==> config.mk <==
export PLATFORM = sky130hd
export DESIGN_NAME = riscv_atomic_amo_lr_sc_unit_top
export DESIGN_NICKNAME = d
export VERILOG_FILES = /design/src/rtl/rvamo_pkg.sv /design/src/rtl/riscv_atomic_amo_lr_sc_unit_top.sv /design/src/rtl/rvamo_front.sv /design/src/rtl/rvamo_fifo.sv /design/src/rtl/rvamo_back.sv
export VERILOG_INCLUDE_DIRS = /design/src /design/src/rtl
export SDC_FILE = /design/constraint.sdc
export NUM_CORES = 1
export LEC_CHECK = 0
export BUFFER_PORTS_ARGS = -buffer_cell sky130_fd_sc_hd__buf_2
export CORE_MARGIN = 3
export CORE_UTILIZATION = 48
export DETAILED_ROUTE_END_ITERATION = 6
export GPL_TIMING_DRIVEN = 0
export PLACE_DENSITY = 0.67
export SETUP_SLACK_MARGIN = 0.2
export SKIP_CTS_REPAIR_TIMING = 1
export SLEW_MARGIN = 10
export SYNTH_ARGS = -nofsm -noshare
export SYNTH_HDL_FRONTEND = slang
export SYNTH_SLANG_ARGS = --single-unit
==> constraint.sdc <==
create_clock -name i_clk -period 15.2 [get_ports i_clk]
set_clock_uncertainty 0.2 [all_clocks]
set_input_delay 0.76 -clock i_clk [delete_from_list [all_inputs] [get_ports i_clk]]
set_output_delay 0.76 -clock i_clk [all_outputs]
set_load 0.05 [all_outputs]
==> src/rtl/riscv_atomic_amo_lr_sc_unit_top_assert.svh <==
// assertion macros for the atomic unit
// used by files that carry concurrent assertions; no other dependencies
`ifndef RISCV_ATOMIC_AMO_LR_SC_UNIT_TOP_ASSERT_SVH
`define RISCV_ATOMIC_AMO_LR_SC_UNIT_TOP_ASSERT_SVH

`ifndef SYNTHESIS

`define RVAMO_ASSERT(label, clk, rst_n, prop, msg) \
    label: assert property (@(posedge clk) disable iff (!(rst_n)) (prop)) else $error(msg);

`define RVAMO_ASSERT_NEXT(label, clk, rst_n, ante, cons, msg) \
    label: assert property (@(posedge clk) disable iff (!(rst_n)) (ante) |=> (cons)) \
        else $error(msg);

`else

`define RVAMO_ASSERT(label, clk, rst_n, prop, msg)

`define RVAMO_ASSERT_NEXT(label, clk, rst_n, ante, cons, msg)

`endif

`endif

==> src/rtl/rvamo_pkg.sv <==
// shared types and constants of the atomic unit
// no dependencies
package rvamo_pkg;

    localparam int DATA_W          = 64;
    localparam int WORD_W          = 32;
    localparam int HART_IDX_W      = 2;
    localparam int HART_COUNT_DEF  = 4;
    localparam int QUEUE_DEPTH_DEF = 2;

    typedef enum logic [3:0] {
        OP_LR   = 4'd0,
        OP_SC   = 4'd1,
        OP_SWAP = 4'd2,
        OP_ADD  = 4'd3,
        OP_XOR  = 4'd4,
        OP_AND  = 4'd5,
        OP_OR   = 4'd6,
        OP_MIN  = 4'd7,
        OP_MAX  = 4'd8,
        OP_MINU = 4'd9,
        OP_MAXU = 4'd10
    } t_op;

    typedef struct packed {
        logic [3:0]            req_type;
        logic                  is_double;
        logic [HART_IDX_W-1:0] hart_index;
        logic [DATA_W-1:0]     address;
        logic [DATA_W-1:0]     operand;
        logic [DATA_W-1:0]     mem_data;
        logic                  load_fault;
        logic                  store_fault;
    } t_req;

    typedef struct packed {
        logic              store_enable;
        logic [DATA_W-1:0] store_data;
        logic              rd_enable;
        logic [DATA_W-1:0] rd_value;
        logic              access_fault;
    } t_rsp;

    typedef struct packed {
        logic              op_ok;
        t_op               op;
        logic              is_double;
        logic              load_fault;
        logic              store_fault;
        logic              sc_ok;
        logic [DATA_W-1:0] opa;
        logic [DATA_W-1:0] opb;
    } t_cmd;

endpackage

==> src/rtl/riscv_atomic_amo_lr_sc_unit_top.sv <==
// RISC-V A-extension atomic unit, top level
// depends on rvamo_pkg, rvamo_front, rvamo_fifo and rvamo_back

// Takes one atomic operation (LR, SC or an AMO, word or doubleword) per cycle
// when full is low and returns one result beat for each. A pushed beat is held
// in the queue, then the result register, until popped; the steady rate is one
// beat per cycle while pop keeps up, set by the combinational reservation
// lookup in the front end and ALU in the back end. The front end resolves
// LR/SC against the per-hart reservations (compared in parallel across all
// harts) as each beat is accepted, so reservation state always follows input
// order. A queue of QUEUE_DEPTH entries plus one result register separate the
// two sides, so full rises only once that many beats wait unpopped.
module riscv_atomic_amo_lr_sc_unit_top
    import rvamo_pkg::*;
#(
    parameter int HART_COUNT  = HART_COUNT_DEF,
    parameter int QUEUE_DEPTH = QUEUE_DEPTH_DEF
) (
    input  logic i_clk,
    input  logic i_rst_n,
    input  logic push,
    output logic full,
    input  t_req i_req,
    output logic empty,
    input  logic pop,
    output t_rsp o_rsp
);

    logic accept;
    t_cmd front_cmd;
    t_cmd back_cmd;
    logic q_valid;
    logic q_pop;

    assign accept = push && !full;

    rvamo_front #(
        .HART_COUNT (HART_COUNT)
    ) u_front (
        .i_clk    (i_clk),
        .i_rst_n  (i_rst_n),
        .i_accept (accept),
        .i_req    (i_req),
        .o_cmd    (front_cmd)
    );

    rvamo_fifo #(
        .DEPTH (QUEUE_DEPTH)
    ) u_fifo (
        .i_clk   (i_clk),
        .i_rst_n (i_rst_n),
        .i_push  (accept),
        .i_data  (front_cmd),
        .o_full  (full),
        .o_valid (q_valid),
        .i_pop   (q_pop),
        .o_data  (back_cmd)
    );

    rvamo_back u_back (
        .i_clk       (i_clk),
        .i_rst_n     (i_rst_n),
        .i_cmd_valid (q_valid),
        .i_cmd       (back_cmd),
        .o_cmd_pop   (q_pop),
        .i_pop       (pop),
        .o_empty     (empty),
        .o_rsp       (o_rsp)
    );

endmodule

==> src/rtl/rvamo_front.sv <==
// front end: decodes each beat, keeps the per-hart reservations, resolves sc
// depends on rvamo_pkg
module rvamo_front
    import rvamo_pkg::*;
#(
    parameter int HART_COUNT = HART_COUNT_DEF
) (
    input  logic i_clk,
    input  logic i_rst_n,
    input  logic i_accept,
    input  t_req i_req,
    output t_cmd o_cmd
);

    logic [HART_COUNT-1:0] r_resv_valid;
    logic [HART_COUNT-1:0] n_resv_valid;
    logic [DATA_W-1:0]     r_resv_addr [HART_COUNT];
    logic [HART_COUNT-1:0] r_resv_dbl;

    logic [HART_COUNT-1:0] hart_sel;
    logic [HART_COUNT-1:0] addr_hit;
    logic [HART_COUNT-1:0] own_hit;
    logic                  hart_ok;
    logic                  sc_ok;
    logic                  is_lr;
    logic                  is_sc;
    logic                  lr_set;

    function automatic logic [DATA_W-1:0] sext_word(input logic [DATA_W-1:0] v,
                                                    input logic dbl);
        sext_word = dbl ? v : {{(DATA_W-WORD_W){v[WORD_W-1]}}, v[WORD_W-1:0]};
    endfunction

    always_comb begin
        hart_ok = int'(i_req.hart_index) < HART_COUNT;
        for (int i = 0; i < HART_COUNT; i++) begin
            hart_sel[i] = hart_ok && (int'(i_req.hart_index) == i);
            addr_hit[i] = r_resv_valid[i] && (r_resv_addr[i] == i_req.address);
            own_hit[i]  = hart_sel[i] && addr_hit[i] && (r_resv_dbl[i] == i_req.is_double);
        end
        sc_ok  = |own_hit;
        is_lr  = i_req.req_type == OP_LR;
        is_sc  = i_req.req_type == OP_SC;
        lr_set = i_accept && is_lr && !i_req.load_fault;
    end

    // reservation update
    always_comb begin
        n_resv_valid = r_resv_valid;
        if (i_accept && is_sc) begin
            if (sc_ok) begin
                if (!i_req.store_fault) begin
                    n_resv_valid = r_resv_valid & ~addr_hit;
                end
            end else begin
                n_resv_valid = r_resv_valid & ~hart_sel;
            end
        end
        if (lr_set) begin
            n_resv_valid = n_resv_valid | hart_sel;
        end
    end

    always_ff @(posedge i_clk) begin
        if (!i_rst_n) begin
            r_resv_valid <= '0;
        end else begin
            r_resv_valid <= n_resv_valid;
        end
    end

    always_ff @(posedge i_clk) begin
        for (int i = 0; i < HART_COUNT; i++) begin
            if (lr_set && hart_sel[i]) begin
                r_resv_addr[i] <= i_req.address;
                r_resv_dbl[i]  <= i_req.is_double;
            end
        end
    end

    always_comb begin
        o_cmd.op_ok       = i_req.req_type <= OP_MAXU;
        o_cmd.op          = t_op'(i_req.req_type);
        o_cmd.is_double   = i_req.is_double;
        o_cmd.load_fault  = i_req.load_fault;
        o_cmd.store_fault = i_req.store_fault;
        o_cmd.sc_ok       = sc_ok;
        o_cmd.opa         = sext_word(i_req.mem_data, i_req.is_double);
        o_cmd.opb         = sext_word(i_req.operand, i_req.is_double);
    end

endmodule

==> src/rtl/rvamo_fifo.sv <==
// command queue between front end and back end
// depends on rvamo_pkg and the assertion macro header
`include "riscv_atomic_amo_lr_sc_unit_top_assert.svh"
module rvamo_fifo
    import rvamo_pkg::*;
#(
    parameter int DEPTH = QUEUE_DEPTH_DEF
) (
    input  logic i_clk,
    input  logic i_rst_n,
    input  logic i_push,
    input  t_cmd i_data,
    output logic o_full,
    output logic o_valid,
    input  logic i_pop,
    output t_cmd o_data
);

    localparam int PTR_W = (DEPTH > 1) ? $clog2(DEPTH) : 1;
    localparam int CNT_W = $clog2(DEPTH + 1);

    t_cmd             r_mem [DEPTH];
    logic [PTR_W-1:0] r_wr_ptr;
    logic [PTR_W-1:0] r_rd_ptr;
    logic [CNT_W-1:0] r_count;
    logic [PTR_W-1:0] n_wr_ptr;
    logic [PTR_W-1:0] n_rd_ptr;
    logic [CNT_W-1:0] n_count;
    logic             do_push;
    logic             do_pop;

    always_comb begin
        do_push  = i_push && !o_full;
        do_pop   = i_pop && o_valid;
        n_wr_ptr = r_wr_ptr;
        n_rd_ptr = r_rd_ptr;
        n_count  = r_count;
        if (do_push) begin
            n_wr_ptr = (r_wr_ptr == PTR_W'(DEPTH - 1)) ? '0 : r_wr_ptr + 1'b1;
        end
        if (do_pop) begin
            n_rd_ptr = (r_rd_ptr == PTR_W'(DEPTH - 1)) ? '0 : r_rd_ptr + 1'b1;
        end
        if (do_push && !do_pop) begin
            n_count = r_count + 1'b1;
        end else if (do_pop && !do_push) begin
            n_count = r_count - 1'b1;
        end
    end

    always_ff @(posedge i_clk) begin
        if (!i_rst_n) begin
            r_wr_ptr <= '0;
            r_rd_ptr <= '0;
            r_count  <= '0;
        end else begin
            r_wr_ptr <= n_wr_ptr;
            r_rd_ptr <= n_rd_ptr;
            r_count  <= n_count;
        end
    end

    always_ff @(posedge i_clk) begin
        if (do_push) begin
            r_mem[r_wr_ptr] <= i_data;
        end
    end

    assign o_full  = r_count == CNT_W'(DEPTH);
    assign o_valid = r_count != '0;
    assign o_data  = r_mem[r_rd_ptr];

    `RVAMO_ASSERT(a_count_bound, i_clk, i_rst_n, r_count <= CNT_W'(DEPTH), "queue overfilled")
    `RVAMO_ASSERT_NEXT(a_count_up, i_clk, i_rst_n, do_push && !do_pop, r_count == $past(r_count) + 1'b1, "queue count missed a push")
    `RVAMO_ASSERT_NEXT(a_count_dn, i_clk, i_rst_n, do_pop && !do_push, r_count == $past(r_count) - 1'b1, "queue count missed a pop")

endmodule

==> src/rtl/rvamo_back.sv <==
// back end: alu for the amo ops, result forming and the result register
// depends on rvamo_pkg
module rvamo_back
    import rvamo_pkg::*;
(
    input  logic i_clk,
    input  logic i_rst_n,
    input  logic i_cmd_valid,
    input  t_cmd i_cmd,
    output logic o_cmd_pop,
    input  logic i_pop,
    output logic o_empty,
    output t_rsp o_rsp
);

    logic              r_valid;
    logic              n_valid;
    t_rsp              r_rsp;
    t_rsp              n_rsp;
    logic              take;
    logic              slt;
    logic              ult;
    logic [DATA_W-1:0] alu;

    function automatic logic [DATA_W-1:0] mask_word(input logic [DATA_W-1:0] v,
                                                    input logic dbl);
        mask_word = dbl ? v : {{(DATA_W-WORD_W){1'b0}}, v[WORD_W-1:0]};
    endfunction

    always_comb begin
        slt = $signed(i_cmd.opa) < $signed(i_cmd.opb);
        ult = i_cmd.opa < i_cmd.opb;
        unique case (i_cmd.op)
            OP_ADD:  alu = i_cmd.opa + i_cmd.opb;
            OP_XOR:  alu = i_cmd.opa ^ i_cmd.opb;
            OP_AND:  alu = i_cmd.opa & i_cmd.opb;
            OP_OR:   alu = i_cmd.opa | i_cmd.opb;
            OP_MIN:  alu = slt ? i_cmd.opa : i_cmd.opb;
            OP_MAX:  alu = slt ? i_cmd.opb : i_cmd.opa;
            OP_MINU: alu = ult ? i_cmd.opa : i_cmd.opb;
            OP_MAXU: alu = ult ? i_cmd.opb : i_cmd.opa;
            default: alu = i_cmd.opb;
        endcase
    end

    always_comb begin
        n_rsp = '0;
        if (i_cmd.op_ok) begin
            unique case (i_cmd.op)
                OP_LR: begin
                    if (i_cmd.load_fault) begin
                        n_rsp.access_fault = 1'b1;
                    end else begin
                        n_rsp.rd_enable = 1'b1;
                        n_rsp.rd_value  = i_cmd.opa;
                    end
                end
                OP_SC: begin
                    if (i_cmd.sc_ok) begin
                        n_rsp.store_enable = 1'b1;
                        n_rsp.store_data   = mask_word(i_cmd.opb, i_cmd.is_double);
                        if (i_cmd.store_fault) begin
                            n_rsp.access_fault = 1'b1;
                        end else begin
                            n_rsp.rd_enable = 1'b1;
                        end
                    end else begin
                        n_rsp.rd_enable = 1'b1;
                        n_rsp.rd_value  = DATA_W'(1);
                    end
                end
                default: begin
                    if (i_cmd.load_fault) begin
                        n_rsp.access_fault = 1'b1;
                    end else begin
                        n_rsp.store_enable = 1'b1;
                        n_rsp.store_data   = mask_word(alu, i_cmd.is_double);
                        if (i_cmd.store_fault) begin
                            n_rsp.access_fault = 1'b1;
                        end else begin
                            n_rsp.rd_enable = 1'b1;
                            n_rsp.rd_value  = i_cmd.opa;
                        end
                    end
                end
            endcase
        end
    end

    // result register takes a new beat whenever it is free or being drained
    always_comb begin
        take    = i_cmd_valid && (!r_valid || i_pop);
        n_valid = take || (r_valid && !i_pop);
    end

    always_ff @(posedge i_clk) begin
        if (!i_rst_n) begin
            r_valid <= 1'b0;
        end else begin
            r_valid <= n_valid;
        end
    end

    always_ff @(posedge i_clk) begin
        if (take) begin
            r_rsp <= n_rsp;
        end
    end

    assign o_cmd_pop = take;
    assign o_empty   = !r_valid;
    assign o_rsp     = r_rsp;

endmodule

======== Word-level counts from Yosys, hierarchy flattened ========
Memories as Yosys holds them, arrays and structs flattened. A register that Yosys moved wholly into a read port is not among the register bits.
Index checks and enable logic that the tools add are counted.
storage, ports and cells
  memories kept ........................... 2
  register bits ........................... 144
  RAM bits ................................ 530
  bits in latches ......................... 0
  logic and storage cells ................. 148
  output and inout bits ................... 133
  input port bits ......................... 205
  ROM bits ................................ 0
cells by class
  multipliers ............................. 0
  bitwise operators ....................... 8
  reductions and logical operators ........ 43
  add/sub/neg operators ................... 5
  mux-type cells .......................... 51
  shifts and indexed selects .............. 0
  equality and inequality tests ........... 22
  divide/modulo/power cells ............... 0
  order comparisons ....................... 3
memory list
  memory               depth  width  read ports  clocked after Yosys merged registers in  wr ports  RTL line           source
  u_fifo.r_mem         2      137    1           1                                        1         rvamo_fifo.sv:22   t_cmd r_mem [DEPTH];
  u_front.r_resv_addr  4      64     4           0                                        1         rvamo_front.sv:17  logic [DATA_W-1:0] r_resv_addr [HART_COUNT];
operator list
  kind                                            number
  2-to-1 mux 64 bit                               11
  one-hot mux 64 bit (8 select lines)             1
  == test 64 bit                                  4
  2-to-1 mux 65 bit                               3
  OR reduction 64 bit                             3
  one-hot mux 66 bit (2 select lines)             1
  2-to-1 mux 130 bit                              1
  one-hot mux 65 bit (2 select lines)             1
  less-than comparator 64 bit                     2
  adder 64 bit                                    1
  bitwise AND 64 bit                              1
  OR 64 bit                                       1
  XOR 64 bit                                      1
  logical AND 1 bit                               26
  2-to-1 mux 1 bit                                24
  == test 4 x 3 -> 1 bit (second input constant)  4
  2-to-1 mux 4 bit                                4
  == test 4 bit (second input constant)           3
  2-to-1 mux 2 bit                                5
  bitwise AND 4 bit                               2
  == test 4 x 1 -> 1 bit (second input constant)  2
  logical NOT 4 bit                               2
  inverter 4 bit                                  2
  == test 2 bit (second input constant)           3
  13 further kinds                                24

======== Depth between registers and ports, before layout ========
Gate-level depths: netlist (run 1).
  depth after elaboration ................. 12
  gate-level depth with buffers ........... 22
  depth with buffers taken out ............ 17

======== By module ========
Synthesis (run 1) repeated with hierarchy kept, for this count alone.
second synthesis, totals
  cell total of the unflattened synthesis .. 3182
  area total of the unflattened synthesis .. 37367.1 um2
by module, submodules not included
  module                           cells each  area each (um2)  seq. area each (um2)  instances
  rvamo_back                       1795        14428.8          3953.8                1
  rvamo_front                      935         12767.2          7887.6                1
  rvamo_fifo                       451         10157.2          8328.0                1
  riscv_atomic_amo_lr_sc_unit_top  1           13.8             0.0                   1

======== Worst setup path before layout (run 1) ========
Ideal clock, no wire load.
  kind .................................... input port to flip-flop
  start point ............................. in pop
  end point ............................... reg u_fifo.r_count[1]
  data arrival time ....................... 7.610 ns
  path slack .............................. 7.315 ns
  stages .................................. 6
  library setup time ...................... 0.076 ns
  buffers on the path ..................... 0
  required time ........................... 14.924 ns
  cell sequence ........................... nor2_1 -> nor2_1 -> inv_1 -> ha_1 -> or3_1 -> a21boi_0
on the way
  cells in the longest elaborated chain, start to end .. 6
  elaborated cells on any way between the ends .. 8
  those cells by class .................... mux (1); reduce/logical (7)
ends and longest elaborated chain
  element                                                 RTL line                               source
  start: declaration                                      riscv_atomic_amo_lr_sc_unit_top.sv:25  input logic pop,
  logical OR 1 bit (*)                                    rvamo_back.sv:92                       take = i_cmd_valid && (!r_valid || i_pop);
  logical AND 1 bit (*)                                   rvamo_back.sv:92
  via q_pop                                               riscv_atomic_amo_lr_sc_unit_top.sv:33  logic q_pop;
  logical AND 1 bit (*)                                   rvamo_fifo.sv:34                       do_pop = i_pop && o_valid;
  logical NOT 1 bit                                       rvamo_fifo.sv:44                       if (do_push && !do_pop) begin
  logical AND 1 bit                                       rvamo_fifo.sv:44
  2-to-1 mux 2 bit or nonzero test 2 bit (tied branches)  --
  end signal: assignment                                  rvamo_fifo.sv:59                       r_count <= n_count;
  end: declaration                                        rvamo_fifo.sv:25                       logic [CNT_W-1:0] r_count;
Mark *: on every way through the listed nets, which the timed path passes. The rest lies on a longest branch.
A chain may end at the register's enable or synchronous reset.

==> results of run 1 <==
## worst max-delay path, stage by stage, from the launching register on
cell,delay (ns)
sky130_fd_sc_hd__dfxtp_1,0.43
sky130_fd_sc_hd__buf_1,0.44
sky130_fd_sc_hd__buf_2,0.45
sky130_fd_sc_hd__buf_2,0.51
sky130_fd_sc_hd__buf_2,0.59
sky130_fd_sc_hd__buf_1,0.95
sky130_fd_sc_hd__mux2i_1,0.47
sky130_fd_sc_hd__ha_1,0.42
sky130_fd_sc_hd__clkbuf_1,0.34
sky130_fd_sc_hd__a21oi_1,0.10
sky130_fd_sc_hd__nor3_1,0.22
sky130_fd_sc_hd__a311o_1,0.19
sky130_fd_sc_hd__nand4b_1,0.28
sky130_fd_sc_hd__a311o_2,0.53
sky130_fd_sc_hd__nand2_4,0.19
sky130_fd_sc_hd__mux2i_4,0.36
sky130_fd_sc_hd__and2_1,0.17
sky130_fd_sc_hd__buf_2,0.29
sky130_fd_sc_hd__buf_2,0.46
sky130_fd_sc_hd__o211ai_1,0.16
sky130_fd_sc_hd__a22oi_1,0.17
sky130_fd_sc_hd__o22ai_1,0.23
## state kept, by name, indices dropped and copies added, names as in the netlist, named ones only
name and count:
u_back.o_rsp 131, u_fifo.r_count 2, u_front.r_resv_dbl 4, u_fifo.r_rd_ptr 1
u_fifo.r_wr_ptr 1, u_front.r_resv_addr 256, u_front.r_resv_valid 4, u_fifo.r_mem 274
u_back.r_valid 1
## where the power goes
group | leakage, nW | total, mW | internal (mW) | switching, mW
clock | 1.11 | 1.72 | 0.962 | 0.756
combinational | 8.90 | 4.65 | 1.36 | 3.30
sequential | 6.28 | 2.48 | 2.41 | 0.0728
total | 16.3 | 8.85 | 4.72 | 4.13
## synth_stat cells (all sizes together) (32+ instances only)
cell	instances
nand4	52
o21ai	140
nor3	32
a21oi	167
nor2	173
a211oi	35
clkbuf	102
ha	193
nor4	64
xnor2	100
inv	173
a21o	43
xor2	213
o221ai	36
a22oi	49
mux2i	138
buf	65
o22ai	47
nand2	280
edfxtp	665
## worst min-delay path by stage
stage / from / end / slack [ns] / cells past startpoint
finish: i_req[71] / u_fifo.r_mem[0][5] / 0.11 / 1
global route: i_req[80] / u_fifo.r_mem[1][14] / 0.09 / 1
CTS: i_req[71] / u_fifo.r_mem[0][5] / 0.07 / 1
detailed placement: u_fifo.r_count[1] / u_back.r_valid / 0.33 / 1
global placement: u_fifo.r_count[1] / u_fifo.r_count[1] / 0.32 / 2
floorplan: u_fifo.r_count[1] / u_fifo.r_count[1] / 0.29 / 2
## per-layer routing
layer | GRT usage | vias to the layer above
li1 | - | 12400
met1 | 0.405 | 13400
met2 | 0.460 | 1264
met3 | 0.0593 | 247
met4 | 0.119 | 4
met5 | 0.00716 | -
## area by class of cell
cell class / count / area share
flip-flops and latches: 675 / 0.478
multi-input cells: 2088 / 0.354
repair buffers: 360 / 0.0505
clock buffers: 84 / 0.0433
well taps: 969 / 0.0288
plain buffers: 167 / 0.0173
inverters: 173 / 0.0154
clock inverters: 44 / 0.0119
diodes: 6 / 0.000356
## kinds of logic after synthesis
logic type / after synthesis / share of synthesized area
muxes: 143 / 0.0401
and+or+nand+nor: 705 / 0.0892
buffers and inverters: 340 / 0.0377
adders and majority gates: 194 / 0.0668
AOI/OAI and AO/OA: 733 / 0.137
DFF: 675 / 0.554
xor gates and xnor gates: 313 / 0.0752
==> impl_results.rst, run 1 <==
.. list-table::
   :header-rows: 1

   * - Metric
     - Value
   * - Outcome
     - complete, no violations
   * - Die area
     - 79300 um2
   * - Synthesis warning total
     - 0
   * - Number of cells on the worst reg-to-reg path
     - 21
   * - Total nets after synthesis
     - 3502
   * - Highest metal layer with signal wires
     - met5
   * - Placed instance area
     - 39800 um2
   * - Syn avg cell area
     - 11.7 um2
   * - Cell count after placement
     - 4432
   * - Worst skew pair latency
     - 0.66 ns
   * - Multi-input combinational cell area
     - 14900 um2
   * - Leakage component of the power
     - 16.3 nW
   * - Drt pass-1 iters
     - 6
   * - Power Dens Cells
     - 210 nW/um2
   * - Flip-flop and latch count after synthesis
     - 675
   * - All-layer global routing usage
     - 0.295
   * - Top-area cell type share of the netlist area
     - 0.548
   * - Chip Width
     - 282 um
   * - Count of routing violations after the opening detailed-route iteration
     - 2848
   * - Wire length of the first global-routing pass
     - 171000 um
   * - Proportion of layout cells with a drive suffix above 1
     - 0.158
   * - Vias per cell
     - 5.99
   * - Initial standard-cell utilization of the core
     - 0.487
   * - Mapped Area
     - 36400 um2
   * - Final setup margin
     - 6.65 ns
   * - Most common cell after layout, fill and taps aside
     - sky130_fd_sc_hd__edfxtp_1
   * - Number of buffers added by the clock tree synthesis step
     - 71
   * - Number of placement rows
     - 100
   * - DP Wirelength
     - 88500 um
   * - Finished Cell Area
     - 42200 um2
   * - Area contributors post-synth
     - sky130_fd_sc_hd__edfxtp_1, sky130_fd_sc_hd__ha_1, sky130_fd_sc_hd__xor2_1, sky130_fd_sc_hd__mux2i_1, sky130_fd_sc_hd__nand2_1
   * - Class of the most critical hold timing path
     - input pin to register
   * - Clock transition at the registers of the reported paths
     - 0.06 ns
   * - RePlAce Congestion
     - 0.972
   * - Reg2reg setup slack
     - 6.65 ns
   * - Met1 Routed Length
     - 50100 um
   * - DIE HEIGHT
     - 282 um
   * - CTS tree
     - done
   * - Count of pins on the block boundary
     - 338
   * - Routed wire length on met2
     - 54400 um
   * - Worst endpoint data arrival time
     - 8.61 ns
   * - Post-route worst hold slack
     - 0.107 ns
   * - Fmax
     - 0.117 GHz
   * - Type of element launching the critical path
     - register
   * - Required time of the critical path
     - 15.27 ns
   * - Post-detailed-route count of antenna-violating nets
     - 0
   * - Main synth FF type
     - sky130_fd_sc_hd__edfxtp_1
   * - Actual transition at the worst max-transition pin
     - 1.28 ns
   * - Largest fanout of any net on the critical path
     - 10
   * - Final routed wirelength across all metal layers
     - 120000 um
   * - Worst-case vdd ir drop
     - 134 uV
   * - Met3 WL post-DR
     - 10300 um
   * - Final Setup Violations
     - 0
   * - R2r endpoint
     - u_back.o_rsp[66]
   * - Fin cells
     - 4566
   * - Core Region
     - 74800 um2
   * - Number of max-capacitance violations reported
     - 0
   * - Routed length per instance
     - 26.2 um
   * - Pin count of the biggest net entering global routing
     - 39
   * - Total number of nets in the final design
     - 3935
   * - Area used by sequential logic in the layout
     - 20200 um2
   * - Post-synthesis cell type count
     - 86
   * - Max H-tree Level
     - 3
   * - Final critical-path required period
     - 8.55 ns
   * - Final Hold Fails
     - 0
   * - Setup crit end kind
     - register
   * - Number of enable flip-flop cells after synthesis
     - 665
   * - Post-synthesis async set-or-reset flop share
     - 0
   * - Worst slack at placement
     - 6.78 ns
   * - Number of sinks driven by the clock tree
     - 675
   * - Post-detailed-route DRC marker count
     - 0
   * - End of the critical path
     - u_back.o_rsp[66]
   * - Top library cells by usage in the layout, fill and taps aside
     - sky130_fd_sc_hd__edfxtp_1, sky130_fd_sc_hd__buf_2, sky130_fd_sc_hd__nand2_1
   * - Total congestion overflow
     - 0
   * - Cell taking the most area after synthesis
     - sky130_fd_sc_hd__edfxtp_1
   * - Total negative slack for setup checks
     - 0 ns
   * - Worst Path Class, Setup
     - register to register
   * - Area growth from synthesis to layout
     - 15.7%
   * - Gate Count Post-Synth
     - 3103
   * - Antenna violations before repair
     - 8
   * - Total of buffers placed on input and output ports
     - 334
   * - Clock root buffer
     - sky130_fd_sc_hd__clkbuf_16
   * - Post-route core utilization
     - 0.564
   * - Worst-case headroom to the max-slew limit
     - 0.149
   * - Total design power
     - 8.85 mW
   * - # fillers
     - 6342
   * - Maximum clock path buffer count
     - 3
   * - Detailed-route via count
     - 27300
   * - Unrepaired setup endpoints after global routing
     - false
   * - Period utilization
     - 0.562
   * - Count of pins over their slew limit
     - 0
   * - Post-synthesis sequential area ratio
     - 0.554
   * - Number of global-route vias before repair
     - 26200
Note: power is estimated with default switching activity, not from simulation.
==> run 2, diff against run 1 <==
- clock period: 15.2 -> 7.9 ns (I/O delays scaled with it)
==> run 2 against run 1 <==
Compared with the run above:
- count of clock-buffer cells in the layout rose by 6
- worst hold slack worse by 0.10 ns
- non-clock buffer count up 199
- via count rose by 3.5%
- utilization rose by 2.8 points
- sequential share of layout area fell by 2.3 points
- critical path type unchanged
- critical endpoint unchanged
- largest cell class unchanged
- highest routed layer unchanged
==> impl_results.rst, run 2 (synthesized netlist as in run 1, its figures left out) <==
.. list-table::
   :header-rows: 1

   * - Metric
     - Value
   * - Outcome
     - complete, no violations
   * - Die area
     - 79300 um2
   * - Clk pwr share
     - 0.195
   * - Pin count of the biggest net entering global routing
     - 50
   * - Worst-case vdd ir drop
     - 274 uV
   * - Fmax
     - 0.132 GHz
   * - Final setup margin
     - 0.312 ns
   * - Power Dens Cells
     - 389 nW/um2
   * - Most common cell after layout, fill and taps aside
     - sky130_fd_sc_hd__edfxtp_1
   * - Worst endpoint data arrival time
     - 7.68 ns
   * - Vias per cell
     - 5.94
   * - Count of pins over their slew limit
     - 0
   * - All-layer global routing usage
     - 0.295
   * - Max H-tree Level
     - 3
   * - Total design power
     - 17.2 mW
   * - Multi-input combinational cell area
     - 15000 um2
   * - Critical path cell sequence
     - clkbuf_2, buf_2, clkbuf_4, clkbuf_4, clkbuf_4, mux2i_1, ha_1, buf_6, or4_1, a21o_1, a311o_1, nand4b_1, a311o_2, nand2_4, mux2i_4, and2_1, buf_2, buf_2, o211ai_1, a22oi_1, o22ai_1
   * - Routed length per instance
     - 25.9 um
   * - Worst skew pair latency
     - 0.65 ns
   * - Core Region
     - 74800 um2
   * - Final critical-path required period
     - 7.59 ns
   * - Total congestion overflow
     - 0
   * - CTS tree
     - done
   * - DP Wirelength
     - 88600 um
   * - Period utilization
     - 0.961
   * - Number of buffers added by the clock tree synthesis step
     - 72
   * - Sequential share of power
     - 0.277
   * - Final routed wirelength across all metal layers
     - 123000 um
   * - Post-route core utilization
     - 0.592
   * - Switching Fraction
     - 0.464
   * - Setup crit end kind
     - register
   * - Switching power
     - 7.99 mW
   * - Drt pass-1 iters
     - 6
   * - Unrepaired setup endpoints after global routing
     - false
   * - Part of the total power dissipated in combinational logic
     - 0.528
   * - Count of pins on the block boundary
     - 338
   * - Wire length of the first global-routing pass
     - 172000 um
   * - Area used by sequential logic in the layout
     - 20200 um2
   * - Class of the most critical hold timing path
     - input pin to register
   * - Total number of nets in the final design
     - 4135
   * - Largest fanout of any net on the critical path
     - 10
   * - Number of sinks driven by the clock tree
     - 675
   * - Actual transition at the worst max-transition pin
     - 1.31 ns
   * - Top library cells by usage in the layout, fill and taps aside
     - sky130_fd_sc_hd__edfxtp_1, sky130_fd_sc_hd__buf_2, sky130_fd_sc_hd__nand2_1
   * - # fillers
     - 6106
   * - Worst slack at placement
     - -0.732 ns
   * - Worst Path Class, Setup
     - register to register
   * - Post-detailed-route count of antenna-violating nets
     - 0
   * - Area growth from synthesis to layout
     - 21.5%
   * - Detailed-route via count
     - 28300
   * - Type of element launching the critical path
     - register
   * - Number of placement rows
     - 100
   * - Master of the slowest instance on the critical path
     - sky130_fd_sc_hd__or4_1
   * - RePlAce Congestion
     - 0.989
   * - Clock transition at the registers of the reported paths
     - 0.06 ns
   * - Largest register FFs
     - 274
   * - Worst-case headroom to the max-slew limit
     - 0.122
   * - Crit-path max cell delay
     - 0.54 ns
   * - Required time of the critical path
     - 8.00 ns
   * - Leakage component of the power
     - 17.2 nW
   * - Register ranked first by flip-flop count
     - u_fifo.r_mem
   * - Antenna violations before repair
     - 5
   * - Clock root buffer
     - sky130_fd_sc_hd__clkbuf_16
   * - Count of routing violations after the opening detailed-route iteration
     - 3097
   * - DIE HEIGHT
     - 282 um
   * - Maximum clock path buffer count
     - 3
   * - Final Setup Violations
     - 0
   * - Initial standard-cell utilization of the core
     - 0.487
   * - Internal power contribution
     - 9.24 mW
   * - Proportion of layout cells with a drive suffix above 1
     - 0.154
   * - Chip Width
     - 282 um
   * - Post-detailed-route DRC marker count
     - 0
   * - Total of buffers placed on input and output ports
     - 334
   * - Number of max-capacitance violations reported
     - 0
   * - Launch point of the worst hold path
     - i_rst_n
   * - Final Hold Fails
     - 0
   * - Number of global-route vias before repair
     - 26100
## run 2: changes by cell type in the layout (fill, tap and decap cells not counted), sizes merged
| cell | change |
|---|---|
| diode | -3 |
| bufinv | +1 |
| buf | -10 |
| clkbuf | +15 |
| clkinvlp | -1 |
| dlygate4sd3 | +200 |
| inv | +1 |
| clkinv | -7 |
## run 2: cell type report
type | instances | area share
inverters | 173 | 0.0147
plain buffers | 167 | 0.0170
repair buffers | 559 | 0.0932
clock inverters | 38 | 0.0107
flip-flops and latches | 675 | 0.456
multi-input cells | 2088 | 0.339
diodes | 3 | 0.000170
clock buffers | 90 | 0.0422
well taps | 969 | 0.0274
## run 2: metrics by stage
| stage | setup TNS [ns] | instance area, um2 | hold slack [ns] | instances |
|---|---|---|---|---|
| after floorplan | 0 | 36400 | 0.286 | 3103 |
| after global placement | -929.63 | 39300 | 0.317 | 4406 |
| after detailed placement | -16.24 | 39800 | 0.332 | 4431 |
| after CTS | -17.43 | 42200 | -0.277 | 4559 |
| after global routing | 0 | 44300 | -0.000581 | 4761 |
| final | 0 | 44300 | 0.00657 | 4762 |
## run 2: critical path: cells and delay by family (launching register included)
family,cells,cell delay (ns)
compound gates,6,1.42
mux,2,0.77
flops,1,0.45
simple gates,4,1.12
buf+inv,8,2.91
fa+ha+maj,1,0.32
## run 2: power groups by stage
stage                     logic [mW]  registers (mW)  clock network [mW]
after floorplan                 4.90            5.94                   0
after global placement          8.56            5.00                   0
after detailed placement        8.72            4.84                   0
after CTS                       8.77            4.77                3.40
after global routing            9.64            4.81                3.54
final                           9.09            4.77                3.36
## run 2: worst paths after layout
check | slack (ns) | cells after the start | end
worst max-delay path | 0.31 | 21 | u_back.o_rsp[66]
worst min-delay path | 0.007 | 2 | u_front.r_resv_valid[3]
worst max register to register | 0.31 | 21 | u_back.o_rsp[66]
worst min register to register | 0.34 | 2 | u_fifo.r_count[1]
## run 2: per-layer routing
layer / GRT usage / wire length (um)
met5: 0 / 27
met4: 0.102 / 4540
met3: 0.0498 / 10300
met2: 0.470 / 57500
met1: 0.411 / 50800
